==> src/hdl/acc_alu_pkg.sv <==
// Package for the accumulator ALU: operation codes, illegal opcodes and flag positions.
// It has no dependencies.
`default_nettype none

package acc_alu_pkg;

  typedef enum logic [3:0] {
    OP_SUB  = 4'h0,
    OP_CMP  = 4'h1,
    OP_SBC  = 4'h2,
    OP_SUBD = 4'h3,
    OP_AND  = 4'h4,
    OP_BIT  = 4'h5,
    OP_LD   = 4'h6,
    OP_ST   = 4'h7,
    OP_EOR  = 4'h8,
    OP_ADC  = 4'h9,
    OP_OR   = 4'hA,
    OP_ADD  = 4'hB,
    OP_CMPX = 4'hC,
    OP_STD  = 4'hD,
    OP_LDX  = 4'hE,
    OP_STX  = 4'hF
  } alu_op_t;

  localparam logic [7:0] ILL_87 = 8'h87;
  localparam logic [7:0] ILL_8F = 8'h8F;
  localparam logic [7:0] ILL_C7 = 8'hC7;
  localparam logic [7:0] ILL_CD = 8'hCD;
  localparam logic [7:0] ILL_CF = 8'hCF;

  localparam int unsigned CC_BIT_H = 5;
  localparam int unsigned CC_BIT_C = 0;

endpackage

`default_nettype wire

==> src/hdl/accumulator_alu_with_flags.sv <==
// Top level of the accumulator ALU with condition codes.
// Depends on acc_alu_pkg.
`default_nettype none

// Usage:
// The input channel (in_valid, in_ready, opcode, operand) carries one
// instruction per transaction: an opcode from 0x80 to 0xFF and its fetched
// operand. The output channel (out_valid, out_ready, result_value, flags,
// write_mem, write_wide, write_data, illegal) returns one transaction per
// instruction, in order.
// An accepted instruction is held in an input register, where the adder and
// flag logic read it together with A, B, X, U and the condition codes; the
// registers and the result register load when the result register is free.
// The result is thus presented from the result register, after the input register.
// Throughput is one instruction per cycle while the receiver does not stall, set
// by the single adder pass and the register feedback into the next instruction.
// When the receiver stalls, the result register holds and the input register
// fills; in_ready falls only when both are occupied.
// Reset clears A, B, X, U, the condition codes and both valid flags.
module accumulator_alu_with_flags (
  input  wire logic        clk,
  input  wire logic        rst,
  input  wire logic        in_valid,
  output logic             in_ready,
  input  wire logic [7:0]  opcode,
  input  wire logic [15:0] operand,
  output logic             out_valid,
  input  wire logic        out_ready,
  output logic [15:0]      result_value,
  output logic [7:0]       flags,
  output logic             write_mem,
  output logic             write_wide,
  output logic [15:0]      write_data,
  output logic             illegal
);

  logic        stage_valid;
  logic [7:0]  stage_opcode;
  logic [15:0] stage_operand;
  logic [7:0]  acc_a;
  logic [7:0]  acc_b;
  logic [15:0] index_x;
  logic [15:0] user_stack;
  logic [7:0]  cond_codes;

  logic advance;

  logic [7:0]            code;
  logic                  bside;
  acc_alu_pkg::alu_op_t  op;
  logic [7:0]            acc;
  logic [7:0]            op8;
  logic [15:0]           dreg;
  logic                  is_illegal;

  logic                  sub8;
  logic                  usec8;
  logic                  cin8;
  logic [7:0]            o8;
  logic [8:0]            sum8;
  logic [4:0]            half8;
  logic [7:0]            r8;
  logic [7:0]            cc8;

  logic                  sub16;
  logic [15:0]           a16;
  logic [15:0]           o16;
  logic [16:0]           sum16;
  logic [15:0]           r16;
  logic [7:0]            cc16;

  logic [7:0]            logic_val;
  logic [7:0]            cc_nz8;
  logic [7:0]            cc_nz16_op;

  logic [15:0]           result_next;
  logic [7:0]            cc_next;
  logic [7:0]            acc_a_next;
  logic [7:0]            acc_b_next;
  logic [15:0]           index_x_next;
  logic [15:0]           user_stack_next;
  logic                  wmem_next;
  logic                  wwide_next;
  logic [15:0]           wdata_next;

  assign advance  = stage_valid && (!out_valid || out_ready);
  assign in_ready = !stage_valid || advance;

  assign code  = {1'b1, stage_opcode[6:0]};
  assign bside = code[6];
  assign op    = acc_alu_pkg::alu_op_t'(code[3:0]);
  assign acc   = bside ? acc_b : acc_a;
  assign op8   = stage_operand[7:0];
  assign dreg  = {acc_a, acc_b};

  assign is_illegal = (code == acc_alu_pkg::ILL_87) || (code == acc_alu_pkg::ILL_8F) ||
                      (code == acc_alu_pkg::ILL_C7) || (code == acc_alu_pkg::ILL_CD) ||
                      (code == acc_alu_pkg::ILL_CF);

  // Shared 8-bit adder; subtraction adds the complemented operand.
  assign sub8  = (op == acc_alu_pkg::OP_SUB) || (op == acc_alu_pkg::OP_CMP) ||
                 (op == acc_alu_pkg::OP_SBC);
  assign usec8 = (op == acc_alu_pkg::OP_SBC) || (op == acc_alu_pkg::OP_ADC);
  assign cin8  = sub8 ^ (usec8 && cond_codes[acc_alu_pkg::CC_BIT_C]);
  assign o8    = sub8 ? ~op8 : op8;
  assign sum8  = {1'b0, acc} + {1'b0, o8} + {8'h00, cin8};
  assign half8 = {1'b0, acc[3:0]} + {1'b0, o8[3:0]} + {4'h0, cin8};
  assign r8    = sum8[7:0];
  assign cc8   = {cond_codes[7:6], half8[4], cond_codes[4], r8[7], (r8 == 8'h00),
                  ((acc[7] ^ r8[7]) & (o8[7] ^ r8[7])), sum8[8] ^ sub8};

  // Shared 16-bit adder for SUBD, ADDD and CMPX.
  assign sub16 = (op == acc_alu_pkg::OP_SUBD) ? !bside : 1'b1;
  assign a16   = (op == acc_alu_pkg::OP_CMPX) ? index_x : dreg;
  assign o16   = sub16 ? ~stage_operand : stage_operand;
  assign sum16 = {1'b0, a16} + {1'b0, o16} + {16'h0000, sub16};
  assign r16   = sum16[15:0];
  assign cc16  = {cond_codes[7:4], r16[15], (r16 == 16'h0000),
                  ((a16[15] ^ r16[15]) & (o16[15] ^ r16[15])), sum16[16] ^ sub16};

  always_comb begin
    logic_val = 8'h00;
    case (op)
      acc_alu_pkg::OP_AND, acc_alu_pkg::OP_BIT: logic_val = acc & op8;
      acc_alu_pkg::OP_LD:                       logic_val = op8;
      acc_alu_pkg::OP_ST:                       logic_val = acc;
      acc_alu_pkg::OP_EOR:                      logic_val = acc ^ op8;
      acc_alu_pkg::OP_OR:                       logic_val = acc | op8;
      default:                                  logic_val = 8'h00;
    endcase
  end

  assign cc_nz8 = {cond_codes[7:4], logic_val[7], (logic_val == 8'h00), 1'b0,
                   cond_codes[0]};

  always_comb begin
    result_next     = 16'h0000;
    cc_next         = cond_codes;
    acc_a_next      = acc_a;
    acc_b_next      = acc_b;
    index_x_next    = index_x;
    user_stack_next = user_stack;
    wmem_next       = 1'b0;
    wwide_next      = 1'b0;
    wdata_next      = 16'h0000;
    cc_nz16_op      = 8'h00;
    if (!is_illegal) begin
      case (op)
        acc_alu_pkg::OP_SUB, acc_alu_pkg::OP_SBC, acc_alu_pkg::OP_ADC,
        acc_alu_pkg::OP_ADD: begin
          result_next = {8'h00, r8};
          cc_next     = cc8;
          if (bside) begin
            acc_b_next = r8;
          end else begin
            acc_a_next = r8;
          end
        end
        acc_alu_pkg::OP_CMP: begin
          result_next = {8'h00, r8};
          cc_next     = cc8;
        end
        acc_alu_pkg::OP_SUBD: begin
          result_next = r16;
          cc_next     = cc16;
          acc_a_next  = r16[15:8];
          acc_b_next  = r16[7:0];
        end
        acc_alu_pkg::OP_AND, acc_alu_pkg::OP_LD, acc_alu_pkg::OP_EOR,
        acc_alu_pkg::OP_OR: begin
          result_next = {8'h00, logic_val};
          cc_next     = cc_nz8;
          if (bside) begin
            acc_b_next = logic_val;
          end else begin
            acc_a_next = logic_val;
          end
        end
        acc_alu_pkg::OP_BIT: begin
          result_next = {8'h00, logic_val};
          cc_next     = cc_nz8;
        end
        acc_alu_pkg::OP_ST: begin
          result_next = {8'h00, logic_val};
          cc_next     = cc_nz8;
          wmem_next   = 1'b1;
          wdata_next  = {8'h00, logic_val};
        end
        acc_alu_pkg::OP_CMPX: begin
          if (bside) begin
            result_next = stage_operand;
            cc_next     = {cond_codes[7:4], stage_operand[15],
                           (stage_operand == 16'h0000), 1'b0, cond_codes[0]};
            acc_a_next  = stage_operand[15:8];
            acc_b_next  = stage_operand[7:0];
          end else begin
            result_next = r16;
            cc_next     = cc16;
          end
        end
        acc_alu_pkg::OP_STD: begin
          if (bside) begin
            result_next = dreg;
            cc_next     = {cond_codes[7:4], dreg[15], (dreg == 16'h0000), 1'b0,
                           cond_codes[0]};
            wmem_next   = 1'b1;
            wwide_next  = 1'b1;
            wdata_next  = dreg;
          end
        end
        acc_alu_pkg::OP_LDX: begin
          result_next = stage_operand;
          cc_next     = {cond_codes[7:4], stage_operand[15],
                         (stage_operand == 16'h0000), 1'b0, cond_codes[0]};
          if (bside) begin
            user_stack_next = stage_operand;
          end else begin
            index_x_next = stage_operand;
          end
        end
        acc_alu_pkg::OP_STX: begin
          cc_nz16_op  = 8'h00;
          result_next = bside ? user_stack : index_x;
          cc_next     = {cond_codes[7:4], result_next[15], (result_next == 16'h0000),
                         1'b0, cond_codes[0]};
          wmem_next   = 1'b1;
          wwide_next  = 1'b1;
          wdata_next  = result_next;
        end
        default: begin
          cc_nz16_op = 8'h00;
        end
      endcase
    end
  end

  always_ff @(posedge clk) begin
    if (rst) begin
      stage_valid <= 1'b0;
    end else if (in_valid && in_ready) begin
      stage_valid <= 1'b1;
    end else if (advance) begin
      stage_valid <= 1'b0;
    end
  end

  always_ff @(posedge clk) begin
    if (in_valid && in_ready) begin
      stage_opcode  <= opcode;
      stage_operand <= operand;
    end
  end

  always_ff @(posedge clk) begin
    if (rst) begin
      out_valid  <= 1'b0;
      acc_a      <= 8'h00;
      acc_b      <= 8'h00;
      index_x    <= 16'h0000;
      user_stack <= 16'h0000;
      cond_codes <= 8'h00;
    end else begin
      if (advance) begin
        out_valid  <= 1'b1;
        acc_a      <= acc_a_next;
        acc_b      <= acc_b_next;
        index_x    <= index_x_next;
        user_stack <= user_stack_next;
        cond_codes <= cc_next | cc_nz16_op;
      end else if (out_ready) begin
        out_valid <= 1'b0;
      end
    end
  end

  always_ff @(posedge clk) begin
    if (advance) begin
      result_value <= result_next;
      flags        <= cc_next | cc_nz16_op;
      write_mem    <= wmem_next;
      write_wide   <= wwide_next;
      write_data   <= wdata_next;
      illegal      <= is_illegal;
    end
  end

endmodule

`default_nettype wire

==> config.mk <==
export PLATFORM = sky130hd
export DESIGN_NAME = accumulator_alu_with_flags
export DESIGN_NICKNAME = d
export VERILOG_FILES = /design/src/hdl/acc_alu_pkg.sv /design/src/hdl/accumulator_alu_with_flags.sv
export SDC_FILE = /design/constraint.sdc
export NUM_CORES = 1
export LEC_CHECK = 0
export BUFFER_PORTS_ARGS = -buffer_cell sky130_fd_sc_hd__buf_4
export CORE_UTILIZATION = 35
export CTS_CLUSTER_DIAMETER = 100
export DETAILED_ROUTE_END_ITERATION = 6
export PLACE_DENSITY = 0.63
export REMOVE_ABC_BUFFERS = 1
export SETUP_SLACK_MARGIN = 0.15
export SYNTH_ARGS = -nofsm -noshare
export SYNTH_HDL_FRONTEND = slang
export SYNTH_SLANG_ARGS = --single-unit
==> constraint.sdc <==
create_clock -name clk -period 13.73 [get_ports clk]
set_input_delay 0 -clock clk [delete_from_list [all_inputs] [get_ports clk]]
set_output_delay 0 -clock clk [all_outputs]
set_load 0.02 [all_outputs]
==> results of run 1 <==
-- path summary, 6_finish.rpt --
| kind | cells after the start | slack [ns] | endpoint | start |
|---|---|---|---|---|
| worst max-delay path | 13 | 8.15 | cond_codes[2] | stage_opcode[3] |
| worst min-delay path | 2 | 0.06 | out_valid | rst |
| worst max register to register | 13 | 8.15 | cond_codes[2] | stage_opcode[3] |
| worst min register to register | 2 | 0.48 | cond_codes[5] | cond_codes[5] |
-- state kept, by name (all words and copies together), names as in the netlist, 5 cells and up --
name and count:
acc_a 8, acc_b 8, cond_codes 5, flags 5
index_x 16, result_value 16, stage_opcode 7, stage_operand 16
user_stack 16, write_data 16
-- power by group --
part | switching, W | internal [W] | leakage [nW]
sequential | 0.0000153 | 0.000389 | 1.04
clock | 0.000183 | 0.000286 | 0.291
combinational | 0.000144 | 0.0000840 | 2.41
total | 0.000342 | 0.000758 | 3.74
-- per-stage QoR --
| step | area, sq um | total power, W | std cells | worst slack (ns) | hold WS, ns |
|---|---|---|---|---|---|
| after floorplan | 8100 | 0.000550 | 959 | 9.05 | 0.0646 |
| after global placement | 9140 | 0.000624 | 1362 | 8.37 | 0.179 |
| after detailed placement | 9140 | 0.000626 | 1362 | 8.26 | 0.179 |
| after CTS | 10000 | 0.00110 | 1420 | 8.24 | 0.0789 |
| after global routing | 10000 | 0.00114 | 1420 | 7.82 | 0.0985 |
| final | 10000 | 0.00110 | 1420 | 8.15 | 0.0553 |
-- routing by layer --
metal / part of all wire (%) / wire length, microns / vias to the layer above
li1: - / - / 3891
met1: 41 / 12100 / 4011
met2: 45 / 13200 / 520
met3: 11 / 3120 / 78
met4: 4.0 / 1190 / 0
met5: 0 / 0 / -
-- layout by cell type, fill, tap and decap left out, types with 11 or more instances in the layout --
cell type and count:
a211oi_1 15, a21oi_1 110, a22oi_1 26, a311oi_1 11, a31oi_1 14, and2_1 12, buf_4 84, clkbuf_16 17
dfxtp_1 55, dlygate4sd3_1 26, edfxtp_1 63, ha_1 38, inv_1 30, nand2_1 185, nand3_1 23, nor2_1 94
nor3_1 11, nor4_1 19, o21ai_0 37, xnor2_1 23, xor2_1 17
-- kinds of logic after synthesis --
kind of cell / Yosys count / share of synthesized area [%]
flip-flops: 118 / 35.6
other: 1 / 0.0447
XOR/XNOR: 40 / 4.17
AND/OR/NAND/NOR: 407 / 22.9
multiplexers: 16 / 2.19
AO/OA/AOI/OAI: 301 / 23.6
buffers and inverters: 107 / 5.08
adder cells (fa/ha/maj): 41 / 6.38
-- cell type report --
cell class                      instances  area, sq um
Sequential cell                       118         2990
Fill cell                            2320        13500
Timing Repair Buffer                  110          891
Clock inverter                         15          176
Inverter                               33          124
Clock buffer                           17          425
Tap cell                              319          399
Multi-Input combinational cell        808         4990
-- timing repair --
item | CTS | global route
endpoints found under the hold margin | 25 | 0
hold buffers | 26 | 0
setup buffers | 0 | 0
==> impl_metrics.py, run 1 <==
metrics = {
    "routing": {
        "first_pass_iters": 5,
        "wirelength_microns": 29500,
        "drc": 0,
        "vias_per_cell": 5.99,
        "via_count": 8500,
        "drtIter0Drc": 1041,
        "wl_per_cell_microns": 20.8,
        "drtAntennaViolNets": 0,
    },
    "worst_setup_path": {
        "cp_top_family": "simple AND/OR/NAND/NOR gates",
        "critPathMaxStageDelay_ns": 0.79,
        "crit_chain": "buf_4 > and4bb_2 > nand2_1 > xnor2_1 > fa_1 > a21o_1 > a221oi_1 > o21ba_2 > or4bb_1 > nand4_1 > nor4_1 > nand4bb_1 > a311oi_1",
        "cp.required_ns": 14.07,
        "cp-end-kind": "register",
        "slowest_stage": "and4bb_2",
        "crit_type": "reg2reg",
        "path_max_fanout": 44,
        "crit_buf_inv": 1,
        "crit_arrival_ns": 5.92,
        "start_kind": "register",
    },
    "sta": {
        "fin_setup_tns_ns": 0,
        "fmax_mhz": 179,
        "period_share_pct": 40.6,
        "report.final.slew_viol_count": 0,
        "fin_worst_skew_ns": 0.0117,
        "hold_violations": 0,
        "setup_viol": 0,
        "post-route-min-period_ns": 5.58,
        "worst_pin_slew_ns": 1.07,
        "rsz0062_at_grt": "false",
        "relSlewSlack_pct": 28.6,
    },
    "synthesis": {
        "ys_ff_latch": 118,
        "ys_top_cells_by_area": "edfxtp_1, dfxtp_1, nand2_1",
        "syn_inst": 1031,
        "yosysTopAreaCellShare_pct": 22.5,
        "synth_common_cells": "nand2_1, a21oi_1, nor2_1",
        "avgSynthCellArea_sq_um": 8.14,
        "synthMostInstantiatedCell": "nand2_1",
        "synthArstFlopShare_pct": 0,
        "yosysSeqAreaShare_pct": 35.6,
        "synth_edf_count": 63,
        "yosysUniqueCellTypes": 75,
        "yosysWarnings": 0,
        "synth_area_leader_cell": "edfxtp_1",
        "synthFlopType": "edfxtp_1",
        "syn_area_sq_um": 8400,
    },
    "power_and_ir_drop": {
        "leakagePower_nw": 3.74,
        "vdd_ir_drop_max_mv": 0.0580,
        "powerDensity_nw_per_um2": 110,
    },
    "grt": {
        "grt.busiest_layer": "met2",
        "use_met1_pct": 32.9,
        "met3_usage_pct": 5.51,
        "grt_pass1_wl_microns": 45500,
        "grtUsageMet2_pct": 37.0,
        "grt_max_degree": 56,
        "antenna_found_initial": 0,
        "grt_usage_pct": 24.6,
        "grt_pass1_vias": 7749,
        "overflow": 0,
    },
    "clock_network": {
        "clkTransAtPathRegs_ns": 0.06,
        "htree_num_levels": 4,
        "clockBufferDepth": 2,
        "cts_tree": "yes",
        "cts_root_buf": "clkbuf_16",
        "cts_buffers": 17,
        "clk-insertion-delay-late_ns": 0.44,
        "cts.sinks": 118,
        "cts_resized": 0,
    },
    "floorplanning": {
        "core_sq_um": 23500,
        "initial_core_util_pct": 35.8,
        "die_y_microns": 157,
        "rows": 56,
        "die_w_microns": 157,
        "dieArea_sq_um": 24600,
        "num_io_pins": 73,
    },
    "layout": {
        "drive_gt1_share_pct": 12.5,
        "area_growth_pct": 19.1,
        "num_antenna_cells": 0,
        "nets": 1157,
        "utilization_pct": 42.6,
    },
    "placed_design": {
        "io_buffer_count": 68,
        "gp_congestion": 0.932,
        "dp_hpwl_microns": 20400,
    },
    "run": {
        "cap_violations": 0,
    },
    "status": {
        "status": "complete, no violations",
    },
    "hold_path": {
        "min_path_type": "in2reg",
    },
}
Power figures use the tool's default switching activity.
==> run 2, diff against run 1 <==
==> constraint.sdc (replaced) <==
create_clock -name clk -period 5.26 [get_ports clk]
set_input_delay 0 -clock clk [delete_from_list [all_inputs] [get_ports clk]]
set_output_delay 0 -clock clk [all_outputs]
set_load 0.02 [all_outputs]
==> impl_metrics.py, run 2 (synthesis results as in run 1) <==
metrics = {
    "status": {
        "status": "complete, no violations",
    },
    "placed_design": {
        "place_area_sq_um": 9230,
        "place_worst_setup_slack_ns": 0.870,
        "dp_hpwl_microns": 21300,
        "io_buffer_count": 68,
        "dp_cells": 1372,
        "gp_congestion": 0.953,
    },
    "power_and_ir_drop": {
        "leakagePower_nw": 3.79,
        "powerDensity_nw_per_um2": 286,
        "p_clk_share_pct": 42.6,
        "combinationalPowerShare_pct": 20.6,
        "intPower_w": 0.00201,
        "switchingPower_w": 0.000878,
        "seq_power_share_pct": 36.7,
        "vdd_ir_drop_max_mv": 0.159,
        "p_sw_share_pct": 30.4,
    },
    "clock_network": {
        "clockBufferDepth": 2,
        "htree_num_levels": 4,
        "clkTransAtPathRegs_ns": 0.06,
        "cts_buffers": 17,
        "cts_tree": "yes",
        "cts.sinks": 118,
        "cts_root_buf": "clkbuf_16",
        "clk-insertion-delay-late_ns": 0.43,
    },
    "worst_setup_path": {
        "ff2ff_path_depth": 13,
        "cp-end-kind": "register",
        "cp.required_ns": 5.59,
        "crit_type": "reg2reg",
        "path_max_fanout": 16,
        "start_kind": "register",
        "crit_arrival_ns": 4.89,
    },
    "layout": {
        "num_antenna_cells": 0,
        "utilization_pct": 43.0,
        "instances_no_fill": 1430,
        "mostFrequentLayoutCell": "nand2_1",
        "fill_cells": 2331,
        "drive_gt1_share_pct": 13.2,
        "mostFrequentLayoutCells": "nand2_1, a21oi_1, nor2_1",
        "area_growth_pct": 20.2,
        "final_area_sq_um": 10100,
        "nets": 1167,
    },
    "routing": {
        "first_pass_iters": 6,
        "via_count": 8477,
        "wirelength_microns": 29800,
        "drtIter0Drc": 1100,
        "vias_per_cell": 5.93,
        "drc": 0,
        "wl_per_cell_microns": 20.9,
        "drtAntennaViolNets": 0,
    },
    "floorplanning": {
        "rows": 56,
        "initial_core_util_pct": 35.8,
        "dieArea_sq_um": 24600,
        "core_sq_um": 23500,
        "num_io_pins": 73,
        "die_y_microns": 157,
        "die_w_microns": 157,
    },
    "sta": {
        "relSlewSlack_pct": 30.7,
        "worst_pin_slew_ns": 1.04,
        "report.final.slew_viol_count": 0,
        "setup_viol": 0,
        "hold_violations": 0,
        "fin_worst_skew_ns": 0.00956,
        "rsz0062_at_grt": "false",
        "fin_setup_tns_ns": 0,
        "fin_ws_ns": 0.704,
        "period_share_pct": 86.6,
        "fmax_mhz": 219,
        "post-route-min-period_ns": 4.56,
    },
    "hold_path": {
        "hold_path_depth": 2,
        "min_path_type": "in2reg",
    },
    "grt": {
        "antenna_found_initial": 0,
        "grt_pass1_wl_microns": 46000,
        "grt_usage_pct": 24.9,
        "grt_max_degree": 56,
        "grt_pass1_vias": 7830,
        "overflow": 0,
    },
    "run": {
        "cap_violations": 0,
    },
}
run 2: cell type report:
type,instances,area (sq um),area share [%]
multi-input cells,808,4990,49.4
well taps,319,399,3.95
flip-flops and latches,118,2990,29.6
clock inverters,11,149,1.47
repair buffers,120,978,9.69
inverters,33,124,1.23
clock buffers,21,460,4.56
run 2: final timing paths:
check | startpoint | endpoint | slack [ns]
setup / recovery | stage_opcode[0] | cond_codes[2] | 0.70
hold reg to reg | cond_codes[5] | cond_codes[5] | 0.46
setup reg to reg | stage_opcode[0] | cond_codes[2] | 0.70
hold / removal | rst | out_valid | 0.09
run 2: repair_timing:
| action | CTS | global route |
|---|---|---|
| hold buffers | 26 | 0 |
| buffers inserted | 0 | 0 |
| gates resized for setup | 0 | 0 |
| hold endpoints to repair | 25 | 0 |
run 2: stage by stage:
stage	power, W	hold WS, ns
2_1_floorplan	0.00143	0.0646
3_3_place_gp	0.00164	0.180
3_5_place_dp	0.00165	0.180
4_1_cts	0.00289	0.0879
5_1_grt	0.00300	0.111
6_report	0.00289	0.0945
run 2: metal layers:
| layer | up-vias | share of wire (%) | track usage [%] |
|---|---|---|---|
| li1 | 3917 | - | - |
| met4 | 0 | 4.5 | 13.1 |
| met5 | - | 0 | 0 |
| met3 | 84 | 9.7 | 4.57 |
| met2 | 468 | 45 | 37.5 |
| met1 | 4008 | 41 | 33.8 |
run 2: power by group through the flow:
stage               logic (W)  registers (W)  clock network (W)
finish               0.000596        0.00106            0.00123
global route         0.000648        0.00107            0.00128
CTS                  0.000583        0.00106            0.00124
detailed placement   0.000566        0.00108                  0
global placement     0.000561        0.00108                  0
floorplan            0.000339        0.00110                  0
run 2: critical path: stages, from the launching register on:
cell and delay [ns]:
edfxtp_1 0.71, and4bb_2 0.42, nand2_1 0.14, buf_4 0.27, xnor2_1 0.16, ha_1 0.38, and3_1 0.21, a221oi_1 0.57
o21ba_2 0.29, or4bb_1 0.13, nand4_1 0.18, nor4_1 0.35, nand4bb_1 0.32, a311oi_1 0.32
